$ cat config.mk
export PLATFORM = sky130hd
export DESIGN_NAME = mep_queue
export DESIGN_NICKNAME = d
export VERILOG_FILES = /design/src/rtl/mep_pkg.sv /design/src/rtl/mep_queue.sv
export SDC_FILE = /design/constraint.sdc
export NUM_CORES = 1
export LEC_CHECK = 0
export ABC_AREA = 1
export BUFFER_PORTS_ARGS = -buffer_cell sky130_fd_sc_hd__buf_2
export CELL_PAD_IN_SITES_DETAIL_PLACEMENT = 1
export CELL_PAD_IN_SITES_GLOBAL_PLACEMENT = 1
export CORE_MARGIN = 5
export CORE_UTILIZATION = 44
export CTS_CLUSTER_DIAMETER = 150
export DETAILED_ROUTE_END_ITERATION = 16
export GPL_ROUTABILITY_DRIVEN = 0
export HOLD_SLACK_MARGIN = 0.15
export PLACE_DENSITY_LB_ADDON = 0.1
export SETUP_SLACK_MARGIN = 0.02
export SLEW_MARGIN = 20
export SYNTH_ARGS = -nofsm -noshare
export SYNTH_HDL_FRONTEND = slang
export SYNTH_SLANG_ARGS = --single-unit
$ cat constraint.sdc
create_clock -name clk -period 4.53 [get_ports clk]
set_input_delay 0.6795 -clock clk [delete_from_list [all_inputs] [get_ports clk]]
set_output_delay 0.6795 -clock clk [all_outputs]
set_load 0.02 [all_outputs]
$ cat src/rtl/mep_pkg.sv
// shared types, constants and helper functions of the escape-time pixel engine
`default_nettype none
package mep_pkg;

  localparam int COORD_BITS  = 12;
  localparam int FRAC_BITS   = 28;
  localparam int WORD_BITS   = 32;
  localparam int WIDE_BITS   = 66;
  localparam int ITER_BITS   = 16;
  localparam int STEP_BITS   = 31;
  localparam int QUEUE_DEPTH = 2;
  localparam int MU_FRAC     = 8;
  localparam int MU_BITS     = MU_FRAC + 3;
  localparam int DIV_STEPS   = MU_BITS - 1;
  localparam int PAL_LAST    = 4;

  localparam int CFG_IDX_BITS = 3;
  localparam logic [CFG_IDX_BITS-1:0] CFG_ORIGIN_RE = 3'd0;
  localparam logic [CFG_IDX_BITS-1:0] CFG_ORIGIN_IM = 3'd1;
  localparam logic [CFG_IDX_BITS-1:0] CFG_STEP_RE   = 3'd2;
  localparam logic [CFG_IDX_BITS-1:0] CFG_STEP_IM   = 3'd3;
  localparam logic [CFG_IDX_BITS-1:0] CFG_LIMIT     = 3'd4;

  localparam logic signed [WORD_BITS-1:0] RST_ORIGIN_RE = -32'sd671088640;
  localparam logic signed [WORD_BITS-1:0] RST_ORIGIN_IM = -32'sd268435456;
  localparam logic [STEP_BITS-1:0]        RST_STEP_RE   = 31'd489335;
  localparam logic [STEP_BITS-1:0]        RST_STEP_IM   = 31'd497102;
  localparam logic [ITER_BITS-1:0]        RST_LIMIT     = 16'd128;

  localparam logic signed [WIDE_BITS-1:0] SAT_HI = WIDE_BITS'(64'sh7FFF_FFFF);
  localparam logic signed [WIDE_BITS-1:0] SAT_LO = -SAT_HI - WIDE_BITS'(1);
  localparam logic signed [WIDE_BITS-1:0] ESC_THRESH = WIDE_BITS'(4) <<< FRAC_BITS;
  localparam logic [MU_BITS-1:0]          MU_FULL = MU_BITS'(PAL_LAST) << MU_FRAC;

  typedef struct packed {
    logic [COORD_BITS-1:0] pixel_col;
    logic [COORD_BITS-1:0] pixel_row;
  } pix_t;

  typedef struct packed {
    logic [7:0]           red;
    logic [7:0]           green;
    logic [7:0]           blue;
    logic [ITER_BITS-1:0] iterations;
    logic                 escaped;
  } res_t;

  typedef struct packed {
    logic signed [WORD_BITS-1:0] c_re;
    logic signed [WORD_BITS-1:0] c_im;
  } point_t;

  typedef struct packed {
    logic pop;
    logic mul_en;
    logic upd_en;
    logic finish;
    logic div_en;
    logic load_out;
  } bk_ctl_t;

  typedef enum logic [2:0] {
    BK_IDLE,
    BK_MUL,
    BK_UPD,
    BK_DIV,
    BK_COL
  } bk_state_t;

  function automatic logic signed [WORD_BITS-1:0] sat32(input logic signed [WIDE_BITS-1:0] v);
    logic signed [WIDE_BITS-1:0] t;
    t = v;
    if (v > SAT_HI) t = SAT_HI;
    if (v < SAT_LO) t = SAT_LO;
    return t[WORD_BITS-1:0];
  endfunction

  // palette entry as {red, green, blue}
  function automatic logic [23:0] palette(input logic [2:0] k);
    logic [23:0] c;
    case (k)
      3'd0:    c = {8'd60, 8'd0, 8'd85};
      3'd1:    c = {8'd187, 8'd232, 8'd255};
      3'd2:    c = {8'd230, 8'd155, 8'd218};
      3'd3:    c = {8'd240, 8'd240, 8'd255};
      default: c = {8'd0, 8'd2, 8'd0};
    endcase
    return c;
  endfunction

  function automatic logic [7:0] mix(input logic [7:0] a, input logic [7:0] b,
                                     input logic [7:0] f);
    logic [16:0] s;
    s = 17'(a) * (17'd256 - 17'(f)) + 17'(b) * 17'(f);
    return s[15:8];
  endfunction

endpackage
`default_nettype wire

$ cat src/rtl/mep_queue.sv
// short point queue between front end and iteration engine
`default_nettype none
module mep_queue (
  input  wire logic            clk,
  input  wire logic            rst_n,
  input  wire logic            push,
  input  wire mep_pkg::point_t push_data,
  output logic                 full,
  input  wire logic            pop,
  output mep_pkg::point_t      pop_data,
  output logic                 nonempty
);

  localparam int PTR_BITS = $clog2(mep_pkg::QUEUE_DEPTH);

  mep_pkg::point_t     mem_r [mep_pkg::QUEUE_DEPTH];
  logic [PTR_BITS-1:0] wr_ptr_r, wr_ptr_nxt, rd_ptr_r, rd_ptr_nxt;
  logic [PTR_BITS:0]   count_r, count_nxt;

  assign full     = count_r == (PTR_BITS + 1)'(mep_pkg::QUEUE_DEPTH);
  assign nonempty = count_r != '0;
  assign pop_data = mem_r[rd_ptr_r];

  always_comb begin
    wr_ptr_nxt = push ? wr_ptr_r + 1'b1 : wr_ptr_r;
    rd_ptr_nxt = pop ? rd_ptr_r + 1'b1 : rd_ptr_r;
    count_nxt  = count_r + (PTR_BITS + 1)'(push) - (PTR_BITS + 1)'(pop);
  end

  always_ff @(posedge clk) begin
    if (!rst_n) begin
      wr_ptr_r <= '0;
      rd_ptr_r <= '0;
      count_r  <= '0;
    end else begin
      wr_ptr_r <= wr_ptr_nxt;
      rd_ptr_r <= rd_ptr_nxt;
      count_r  <= count_nxt;
    end
  end

  always_ff @(posedge clk) begin
    if (push) begin
      mem_r[wr_ptr_r] <= push_data;
    end
  end

endmodule
`default_nettype wire

### Word-level counts from Yosys, hierarchy flattened

Memories as Yosys holds them, arrays and structs flattened. A register that Yosys moved wholly into a read port is not among the register bits.
Index checks and enable logic that the tools add are counted.

* flip-flop bits (word level): 4
* output and inout port bits: 66
* logic and storage cells: 14
* RAM bits: 128
* input port bits: 68
* memories: 1

* $add $sub $neg: 4
* multiplexer cells: 4
* reductions and logical operators: 1
* eq/ne operators: 1

Memories
* mem_r: words 2, bits a word 64, rd ports 1, clocked after memory_dff 1, wr ports 1, RTL line mep_queue.sv:16 `mep_pkg::point_t mem_r [mep_pkg::QUEUE_DEPTH];`

Operators with widths (count)
* $mux 1: 4
* $add 1x1->1 const B: 2
* $add 2x1->2: 1
* $eq 2x2->1 const B: 1
* $reduce_bool 2->1: 1
* $sub 2x1->2: 1

### Depth between registers and ports, before layout

* depth in word-level cells: 3
* mapped depth: 9
* mapped depth without buffers: 9

### Least setup slack after synthesis

No wires, ideal clock.

* path kind: input to register
* start: input port push
* end: memory mem_r[0][0] (netlist name), enable pin
* stages: 2
* data arrival time: 3.404 ns
* data required time: 4.042 ns
* path slack: 0.639 ns
* setup time: 0.488 ns
* cells stage by stage: inv_1 -> nor2_1

* longest elaborated chain between the ends: 2

Ends and longest elaborated chain
* from (decl): RTL line mep_queue.sv:6 `input wire logic push,`
* $mux 1: RTL line mep_queue.sv:43 `if (push) begin`
* $mux 1 (implied by the code): RTL line mep_queue.sv:44 `mem_r[wr_ptr_r] <= push_data;`
* to (decl): RTL line mep_queue.sv:16

Every way passes these cells.

==> flow_metrics.env <==
export IMPL_status="complete, no violations"
export IMPL_regArea_sq_um=3948
export IMPL_drc=0
export IMPL_p_int_mw=2.482
export IMPL_first_pass_iters=4
export IMPL_postSynthCellCount=232
export IMPL_cp_max_fo=28
export IMPL_dp_hpwl_mm=6.578
export IMPL_yosysTopAreaCell="edfxtp_1"
export IMPL_swShare=0.2101
export IMPL_fmax_mhz=361.8
export IMPL_initial_core_util=0.4507
export IMPL_cts_htree_levels=4
export IMPL_path_class="reg2out"
export IMPL_drt_wl_total_mm=9.754
export IMPL_power_switching_uw=660.4
export IMPL_grt_pass1_wl_mm=15.17
export IMPL_wl_per_cell_um=18.10
export IMPL_fin_tns_setup_ns=0
export IMPL_total_power_mw=3.143
export IMPL_cts_buffers=17
export IMPL_synth_area_sq_um=5146
export IMPL_rows=39
export IMPL_rr_worst_depth=3
export IMPL_nFillCells=1055
export IMPL_worst_hold_slack_ns=0.4597
export IMPL_nets=452
export IMPL_crit_required_ns=3.85
export IMPL_postCtsHoldBufs=0
export IMPL_cp_cell_sequence="buf_4 > mux2_2 > buf_2"
export IMPL_finalCriticalPeriod_ns=2.764
export IMPL_hold_depth=1
export IMPL_p_comb_frac=0.103
export IMPL_leakage_nw=2.656
export IMPL_rsz0062_at_grt="false"
export IMPL_pwr_share_clk=0.435
export IMPL_drive_gt1_frac=0.5873
export IMPL_multi_input_area_sq_um=1052
export IMPL_power_frac_seq=0.462
export IMPL_core_sq_um=11420
export IMPL_die_area_sq_um=13960
export IMPL_finClkSkew_ns=0.008260
export IMPL_ant_nets=0
export IMPL_fp_dieW_um=118.1
export IMPL_cellPowerDensity_nw_per_um2=482.3
export IMPL_grt_max_degree=36
export IMPL_dp_slack_ns=2.106
export IMPL_synth_top_cells_by_area="edfxtp_1 75%, mux2_4 18%, buf_12 2.3%"
export IMPL_hp_class="in2reg"
export IMPL_max_vdd_ir_drop_uv=246.0
export IMPL_cp_num_cells=3
export IMPL_grt_pass1_vias=2857
export IMPL_yosysTopAreaCellShare=0.7469
export IMPL_hold_viol=0
export IMPL_synth_nets=302
export IMPL_via_per_inst=4.699
export IMPL_insertion_delay_ns=0.40
export IMPL_clock_sinks=133
export IMPL_grt_ovfl_total=0
export IMPL_drt_iter0_markers=95
export IMPL_crit_arrival_ns=2.08
export IMPL_cts_resized_gates=0
export IMPL_final_core_util=0.5707
export IMPL_slew_violations=0
export IMPL_chipHeight_um=118.1
export IMPL_antenna_found_initial=2
export IMPL_postCtsSetupRepairBufs=0
export IMPL_track_usage=0.1442
export IMPL_post_route_period_util=0.6101
export IMPL_num_vias=2533
export IMPL_cts_root_buffer="clkbuf_16"
export IMPL_critPathTopFamily="flip-flops"
export IMPL_syn_avg_cell_area_sq_um=22.18
export IMPL_ctsLongestPathBuffers=2
export IMPL_end_kind="output pin"
export IMPL_ys_warn_count=0
export IMPL_port_buffers=133
export IMPL_worst_slew_pin_transition_ns=0.9442
export IMPL_setup_slack_ns=1.766
export IMPL_ys_seq_elements=133
export IMPL_synth_seq_area_share=0.7664
export IMPL_cap_violations=0
export IMPL_maxSlewHeadroom=0.3690
export IMPL_setup_viol_count_final=0
export IMPL_ys_types=12
export IMPL_cts_tree="done"
export IMPL_startpoint_type="register"
export IMPL_clkTransAtPathRegs_ns=0.06
export IMPL_critPathBufInv=2
export IMPL_io_pins=134
export IMPL_cp_slowest_stage_delay_ns=0.69
export IMPL_cp_slowest_cell="dfxtp_4"
export IMPL_synthToLayoutAreaGrowth_pct=26.62
per-layer routing:
layer	wire, um	vias to the layer above	track usage
li1	-	1198	-
met2	5114	80	0.2454
met1	3899	1239	0.1614
met4	149	2	0.06237
met3	576	14	0.05540
met5	15	-	0
through the flow:
stage	std cells	cell area, sq um
after floorplan	232	5146
after global placement	506	5908
after detailed placement	506	5908
after CTS	538	6514
after global routing	539	6516
final	539	6516
placed cells by master (no fill, tap or decap), drive strengths merged:
cell type,netlist,layout
mux2,64,64
clkinv,0,2
inv,7,7
nand3,1,1
diode,0,1
nand2,9,9
dfxtp,5,5
bufinv,0,2
buf,7,138
nor2,8,8
ha,2,2
edfxtp,128,128
clkbuf,0,28
a21oi,1,1
cell type report:
class	instances	share of cell area
inverters	7	0.004032
clock buffers	28	0.08237
repair buffers	138	0.1079
multi-input cells	85	0.1615
flip-flops and latches	133	0.6058
clock inverters	4	0.01056
diodes	1	0.0003840
well taps	143	0.02746
sequential cells by signal, indices dropped and copies added, names as in the netlist, named ones only:
signal,count
mem_r,128
count_r,2
rd_ptr_r,1
wr_ptr_r,1
power by group through the flow:
stage | Sequential, mW | Combinational (mW) | Clock [mW]
floorplan | 1.47 | 0.237 | 0
global placement | 1.47 | 0.326 | 0
detailed placement | 1.48 | 0.331 | 0
CTS | 1.45 | 0.332 | 1.40
global route | 1.46 | 0.350 | 1.46
finish | 1.45 | 0.324 | 1.37
cells by family after synthesis:
family | Yosys count | share of synthesized area
AND/OR/NAND/NOR | 18 | 0.01337
adder cells (fa/ha/maj) | 2 | 0.004862
AO/OA/AOI/OAI | 1 | 0.0009716
flip-flops | 133 | 0.7664
multiplexers | 64 | 0.1838
buffers and inverters | 14 | 0.03064
cell usage after synthesis:
master,number
edfxtp_1,128
mux2_4,60
nand2_1,9
nor2_1,8
inv_1,7
buf_12,6
dfxtp_1,5
mux2_2,4
ha_1,2
a21oi_1,1
buf_6,1
nand3_1,1
path summary, 6_finish.rpt:
| kind | start | to | slack (ns) |
|---|---|---|---|
| setup / recovery | register | pop_data[53] | 1.77 |
| hold reg to reg | rd_ptr_r | register | 0.52 |
| setup reg to reg | wr_ptr_r | mem_r[1][19] | 2.60 |
| hold / removal | push_data[7] | mem_r[0][7] | 0.46 |
Power figures use the tool's default switching activity.
