### src/rtl/mep_pkg.sv
// shared types, constants and helper functions of the escape-time pixel engine
`default_nettype none
package mep_pkg;

  localparam int COORD_BITS  = 12;
  localparam int FRAC_BITS   = 28;
  localparam int WORD_BITS   = 32;
  localparam int WIDE_BITS   = 66;
  localparam int ITER_BITS   = 16;
  localparam int STEP_BITS   = 31;
  localparam int QUEUE_DEPTH = 2;
  localparam int MU_FRAC     = 8;
  localparam int MU_BITS     = MU_FRAC + 3;
  localparam int DIV_STEPS   = MU_BITS - 1;
  localparam int PAL_LAST    = 4;

  localparam int CFG_IDX_BITS = 3;
  localparam logic [CFG_IDX_BITS-1:0] CFG_ORIGIN_RE = 3'd0;
  localparam logic [CFG_IDX_BITS-1:0] CFG_ORIGIN_IM = 3'd1;
  localparam logic [CFG_IDX_BITS-1:0] CFG_STEP_RE   = 3'd2;
  localparam logic [CFG_IDX_BITS-1:0] CFG_STEP_IM   = 3'd3;
  localparam logic [CFG_IDX_BITS-1:0] CFG_LIMIT     = 3'd4;

  localparam logic signed [WORD_BITS-1:0] RST_ORIGIN_RE = -32'sd671088640;
  localparam logic signed [WORD_BITS-1:0] RST_ORIGIN_IM = -32'sd268435456;
  localparam logic [STEP_BITS-1:0]        RST_STEP_RE   = 31'd489335;
  localparam logic [STEP_BITS-1:0]        RST_STEP_IM   = 31'd497102;
  localparam logic [ITER_BITS-1:0]        RST_LIMIT     = 16'd128;

  localparam logic signed [WIDE_BITS-1:0] SAT_HI = WIDE_BITS'(64'sh7FFF_FFFF);
  localparam logic signed [WIDE_BITS-1:0] SAT_LO = -SAT_HI - WIDE_BITS'(1);
  localparam logic signed [WIDE_BITS-1:0] ESC_THRESH = WIDE_BITS'(4) <<< FRAC_BITS;
  localparam logic [MU_BITS-1:0]          MU_FULL = MU_BITS'(PAL_LAST) << MU_FRAC;

  typedef struct packed {
    logic [COORD_BITS-1:0] pixel_col;
    logic [COORD_BITS-1:0] pixel_row;
  } pix_t;

  typedef struct packed {
    logic [7:0]           red;
    logic [7:0]           green;
    logic [7:0]           blue;
    logic [ITER_BITS-1:0] iterations;
    logic                 escaped;
  } res_t;

  typedef struct packed {
    logic signed [WORD_BITS-1:0] c_re;
    logic signed [WORD_BITS-1:0] c_im;
  } point_t;

  typedef struct packed {
    logic pop;
    logic mul_en;
    logic upd_en;
    logic finish;
    logic div_en;
    logic load_out;
  } bk_ctl_t;

  typedef enum logic [2:0] {
    BK_IDLE,
    BK_MUL,
    BK_UPD,
    BK_DIV,
    BK_COL
  } bk_state_t;

  function automatic logic signed [WORD_BITS-1:0] sat32(input logic signed [WIDE_BITS-1:0] v);
    logic signed [WIDE_BITS-1:0] t;
    t = v;
    if (v > SAT_HI) t = SAT_HI;
    if (v < SAT_LO) t = SAT_LO;
    return t[WORD_BITS-1:0];
  endfunction

  // palette entry as {red, green, blue}
  function automatic logic [23:0] palette(input logic [2:0] k);
    logic [23:0] c;
    case (k)
      3'd0:    c = {8'd60, 8'd0, 8'd85};
      3'd1:    c = {8'd187, 8'd232, 8'd255};
      3'd2:    c = {8'd230, 8'd155, 8'd218};
      3'd3:    c = {8'd240, 8'd240, 8'd255};
      default: c = {8'd0, 8'd2, 8'd0};
    endcase
    return c;
  endfunction

  function automatic logic [7:0] mix(input logic [7:0] a, input logic [7:0] b,
                                     input logic [7:0] f);
    logic [16:0] s;
    s = 17'(a) * (17'd256 - 17'(f)) + 17'(b) * 17'(f);
    return s[15:8];
  endfunction

endpackage
`default_nettype wire

### src/rtl/mep_front.sv
// front end: accepts pixel words and maps them to complex points
`default_nettype none
module mep_front (
  input  wire logic                                    clk,
  input  wire logic                                    rst_n,
  input  wire logic                                    in_valid,
  output logic                                         in_stall,
  input  wire mep_pkg::pix_t                           in_word,
  input  wire logic signed [mep_pkg::WORD_BITS-1:0]    origin_re,
  input  wire logic signed [mep_pkg::WORD_BITS-1:0]    origin_im,
  input  wire logic [mep_pkg::STEP_BITS-1:0]           step_re,
  input  wire logic [mep_pkg::STEP_BITS-1:0]           step_im,
  input  wire logic                                    full,
  output logic                                         push,
  output mep_pkg::point_t                              push_data
);

  localparam int PROD_BITS = mep_pkg::COORD_BITS + mep_pkg::STEP_BITS;

  logic                 v_r, v_nxt;
  logic [PROD_BITS-1:0] pr_r, pi_r;
  logic                 take;
  logic signed [mep_pkg::WIDE_BITS-1:0] sum_re, sum_im;

  assign in_stall = v_r & full;
  assign take     = in_valid & ~in_stall;
  assign push     = v_r & ~full;
  assign v_nxt    = take | (v_r & full);

  always_ff @(posedge clk) begin
    if (!rst_n) begin
      v_r <= 1'b0;
    end else begin
      v_r <= v_nxt;
    end
  end

  always_ff @(posedge clk) begin
    if (take) begin
      pr_r <= PROD_BITS'(in_word.pixel_col) * PROD_BITS'(step_re);
      pi_r <= PROD_BITS'(in_word.pixel_row) * PROD_BITS'(step_im);
    end
  end

  always_comb begin
    sum_re = mep_pkg::WIDE_BITS'(origin_re) + $signed(mep_pkg::WIDE_BITS'(pr_r));
    sum_im = mep_pkg::WIDE_BITS'(origin_im) + $signed(mep_pkg::WIDE_BITS'(pi_r));
    push_data.c_re = mep_pkg::sat32(sum_re);
    push_data.c_im = mep_pkg::sat32(sum_im);
  end

endmodule
`default_nettype wire

### config.mk
export PLATFORM = sky130hd
export DESIGN_NAME = mep_front
export DESIGN_NICKNAME = d
export VERILOG_FILES = /design/src/rtl/mep_pkg.sv /design/src/rtl/mep_front.sv
export SDC_FILE = /design/constraint.sdc
export NUM_CORES = 2
export LEC_CHECK = 0
export BUFFER_PORTS_ARGS = -buffer_cell sky130_fd_sc_hd__buf_2
export CAP_MARGIN = 20
export CORE_MARGIN = 2
export CORE_UTILIZATION = 56
export CTS_BUF_LIST = sky130_fd_sc_hd__clkbuf_2
export DETAILED_ROUTE_END_ITERATION = 10
export PLACE_DENSITY = 0.77
export REMOVE_ABC_BUFFERS = 1
export SETUP_SLACK_MARGIN = 0.15
export SKIP_CTS_REPAIR_TIMING = 1
export SLEW_MARGIN = 15
export SYNTH_ARGS = -nofsm -noshare
export SYNTH_HDL_FRONTEND = slang
export SYNTH_SLANG_ARGS = --single-unit
### constraint.sdc
create_clock -name clk -period 10.4 [get_ports clk]
set_input_delay 2.6 -clock clk [delete_from_list [all_inputs] [get_ports clk]]
set_output_delay 2.6 -clock clk [all_outputs]
set_load 0.03 [all_outputs]
Word-level counts from Yosys, hierarchy flattened
Index checks and enable logic that the tools add are counted.
Word-level totals
  register bits after elaboration: 87
  bits of input ports: 154
  output and inout bits: 66
  word-level logic and storage cells: 21
Cells by class
  add/sub/neg operators: 2
  $mul: 2
  $lt $le $gt $ge: 4
  multiplexer cells: 4
  bitwise logic cells: 6
Operators by type and width (number)
  two-way mux 32 bit: 4
  adder 32 x 44 -> 45 bit: 2
  greater-than comparator 45 x 32 -> 1 bit (second input constant): 2
  < comparator 45 x 32 -> 1 bit (second input constant): 2
  multiplier 12 x 31 -> 43 bit: 2
  bitwise AND 1 bit: 3
  inverter 1 bit: 2
  OR 1 bit: 1

Longest topological paths before layout
  depth in word-level cells: 4
  depth in mapped cells: 25
  mapped depth without buffers: 24

Worst setup path before layout
No wires, ideal clock.
  kind: input-to-output
  start point: in origin_im[0] in the netlist's numbering
  end point: out push_data[8] in the netlist's numbering
  data arrival time: 5933 ps
  setup slack: 1867 ps
  cell stages on the path: 17
  path through: ha_1 -> inv_1 -> fa_1 -> nand2b_1 -> a21oi_1 -> o21ai_2 -> a21oi_1 -> nor4b_2 -> o211ai_1 -> a211oi_1 -> a311oi_1 -> nor4b_1 -> and4b_1 -> buf_2 -> buf_2 -> a21oi_1 -> a21oi_1
RTL lines
  from (decl): line mep_front.sv:10  | input wire logic signed [mep_pkg::WORD_BITS-1:0] origin_im,
  to (decl): line mep_front.sv:15  | output mep_pkg::point_t push_data

==> results.json <==
{
  "status": "complete, no violations",
  "critPathKind": "in2out",
  "swShare": 0.549,
  "pwr-share-seq": 0.089,
  "syn-mean-instance-area_um2": 8.51,
  "drt-total-wl_mm": 80.6,
  "synth_area_leaders": "fa_1 (37%), ha_1 (10%), inv_1 (8.5%), edfxtp_1 (8.3%), nand2_1 (7.7%)",
  "rows": 86,
  "fmax_ghz": 0.105,
  "worstPathMaxFanout": 14,
  "rsz0062_at_grt": "no",
  "antenna_found_initial": 8,
  "slowest_delay_ps": 780,
  "grt_max_degree": 87,
  "crit_path_start": "origin_im[0]",
  "path_cells": "buf_2, ha_1, inv_1, fa_1, nand2b_1, a21oi_1, o21ai_2, a21oi_1, nor4b_2, o211ai_1, and2_1, a311oi_1, nand4b_1, nor4_4, a21oi_1, buf_2",
  "drive_gt1_frac": 0.0773,
  "syn_inst": 3665,
  "vias": 25400,
  "setup_ws_ps": 879,
  "wl_per_cell_um": 17.9,
  "critPathCaptureType": "output port",
  "power_mw": 12.0,
  "via_per_inst": 5.66,
  "portBuffers": 219,
  "final.period_utilization": 0.915,
  "die_y_um": 240,
  "fin_nets": 4719,
  "dpl.hpwl_mm": 65.1,
  "comb_power_share": 0.894,
  "drcViolationCount": 0,
  "r2r_start": "v_r",
  "timing.setup.tns_ps": 0,
  "period_needed_ps": 9520,
  "first_global_vias": 26300,
  "switchingPower_mw": 6.59,
  "p_per_area_nw_per_um2": 366,
  "min-delay-start": "v_r",
  "synth_top_area_cell": "fa_1",
  "cts-root-buf": "clkbuf_2",
  "p_leak_nw": 16.6,
  "hold_violations": 0,
  "clkPwrFrac": 0.018,
  "crit_slowest_cell": "nor4_4",
  "p_int_mw": 5.41,
  "cp.required_ps": 7800,
  "area_growth_pct": 5.11,
  "synthArstFlopShare": 0,
  "cts_buffers": 9,
  "drv_cap": 0,
  "core-area_um2": 55100,
  "synth_seq_area_share": 0.0835,
  "postRouteAntennaNets": 0,
  "clk_pin_slew_ps": 290,
  "start_util": 0.566,
  "cts.htree.levels": 3,
  "fin_skew_ps": 36.9,
  "syn_area_um2": 31200,
  "insertion_delay_ps": 680,
  "die_area_um2": 57600,
  "placed_cells": 4468,
  "ioPinCount": 220,
  "worstMarginPinSlew_ps": 987,
  "place.gp.congestion": 1.02,
  "slew_headroom": 0.340,
  "setup_viol": 0,
  "grt_usage": 0.291,
  "ir_worst_vdd_mv": 0.318,
  "fin_util": 0.595,
  "drv_slew": 0,
  "ys_types": 91,
  "arrival_ps": 6920,
  "ys_seq_elements": 87,
  "drt_iter0_drc": 1845,
  "clock-sinks": 87,
  "dp_slack_ps": 664,
  "synth-main-ff-cell": "edfxtp_1",
  "final_cells": 4492,
  "die_w_um": 240,
  "synth-edff-count": 86,
  "r2r_setup_slack_ps": 8570,
  "grt_pass1_wl_mm": 134,
  "synth_warnings": 0,
  "hold_path_class": "reg2reg",
  "drt_first_pass_iters": 6,
  "overflow": 0,
  "start_kind": "input pin",
  "crit_top_cell": "a21oi_1",
  "clock_path_buffers": 2,
  "synth.top_cell.area_share": 0.374,
  "cts_tree": "yes"
}
[sequential cells by signal, indices dropped and copies added (netlist names)]
| register | flops |
|---|---|
| pr_r | 43 |
| v_r | 1 |
| pi_r | 43 |
[path summary, 6_finish.rpt]
check                  endpoint  depth (start not counted)
setup / recovery  push_data[28]                         16
hold / removal              v_r                          2
setup reg to reg        pi_r[3]                          4
hold reg to reg             v_r                          2
[layer usage]
| layer | wire, um | vias to the layer above | GRT usage |
|---|---|---|---|
| met5 | 0 | - | 0 |
| met4 | 2460 | 0 | 0.0873 |
| met3 | 6840 | 164 | 0.0405 |
| met2 | 37300 | 1130 | 0.475 |
| met1 | 34000 | 12600 | 0.404 |
| li1 | - | 11600 | - |
[through the flow]
stage	area (um2)	hold slack, ps
after floorplan	30500	779
after global placement	32600	641
after detailed placement	32600	647
after CTS	32700	705
after global routing	32800	744
final	32800	694
[synthesized netlist by cell type, drive strengths merged, types with 4 or more instances]
master,number
a31oi,15
a221oi,4
nor2b,17
o31ai,4
a41oi,4
a2111oi,4
buf,13
o211ai,13
nand4,23
nand2,636
o21bai,21
xnor2,112
o21a,32
nand3,23
o21ai,96
and4,6
a21o,82
o311ai,6
and3,16
clkbuf,162
nand4b,4
a211oi,16
a211o,4
nand2b,18
inv,705
fa,582
a21boi,4
nor2,96
or3,5
xor2,55
nor4,7
ha,250
edfxtp,86
nor3,18
a21oi,233
o41ai,5
and2,233
[final cells by class]
type,count,area [um2]
clock inverter,7,87.6
antenna,6,15.0
clock buffer,9,45.0
fill,4940,22300
multi-input combinational,2698,25200
sequential,87,2600
timing repair buffer,232,1210
inverter,705,2650
tap,748,936
[power groups by stage]
stage	registers, mW	clock network [mW]	logic [mW]
after CTS	1.06	0.214	10.6
final	1.06	0.210	10.7
after floorplan	1.04	0	8.02
after detailed placement	1.07	0	10.6
after global placement	1.07	0	10.4
after global routing	1.08	0.227	12.1
[worst max-delay path: cells and delay by family]
kind | cells | cell delay (ps)
buffers and inverters | 3 | 400
AND/OR/NAND/NOR | 5 | 1940
AO/OA/AOI/OAI | 6 | 1390
adder cells (fa/ha/maj) | 2 | 570
[layout by cell type (no fill, tap or decap), drive strengths merged, types with 82 or more instances in the layout]
cell | Yosys | layout
edfxtp | 86 | 86
buf | 13 | 232
a21oi | 233 | 233
a21o | 82 | 82
ha | 250 | 250
o21ai | 96 | 96
xnor2 | 112 | 112
nand2 | 636 | 636
and2 | 233 | 233
inv | 705 | 708
fa | 582 | 582
nor2 | 96 | 96
[kinds of logic (layout without fill, tap and decap cells)]
family,count (synthesis),in the layout,share of synthesized area
XOR/XNOR,167,167,0.0474
AO/OA/AOI/OAI,580,580,0.120
flip-flops,87,87,0.0835
AND/OR/NAND/NOR,1115,1115,0.166
multiplexers,4,4,0.00132
adder cells (fa/ha/maj),832,832,0.474
buffers and inverters,880,953,0.108
other,0,6,0
No activity file was read; power rests on OpenSTA's default activity.
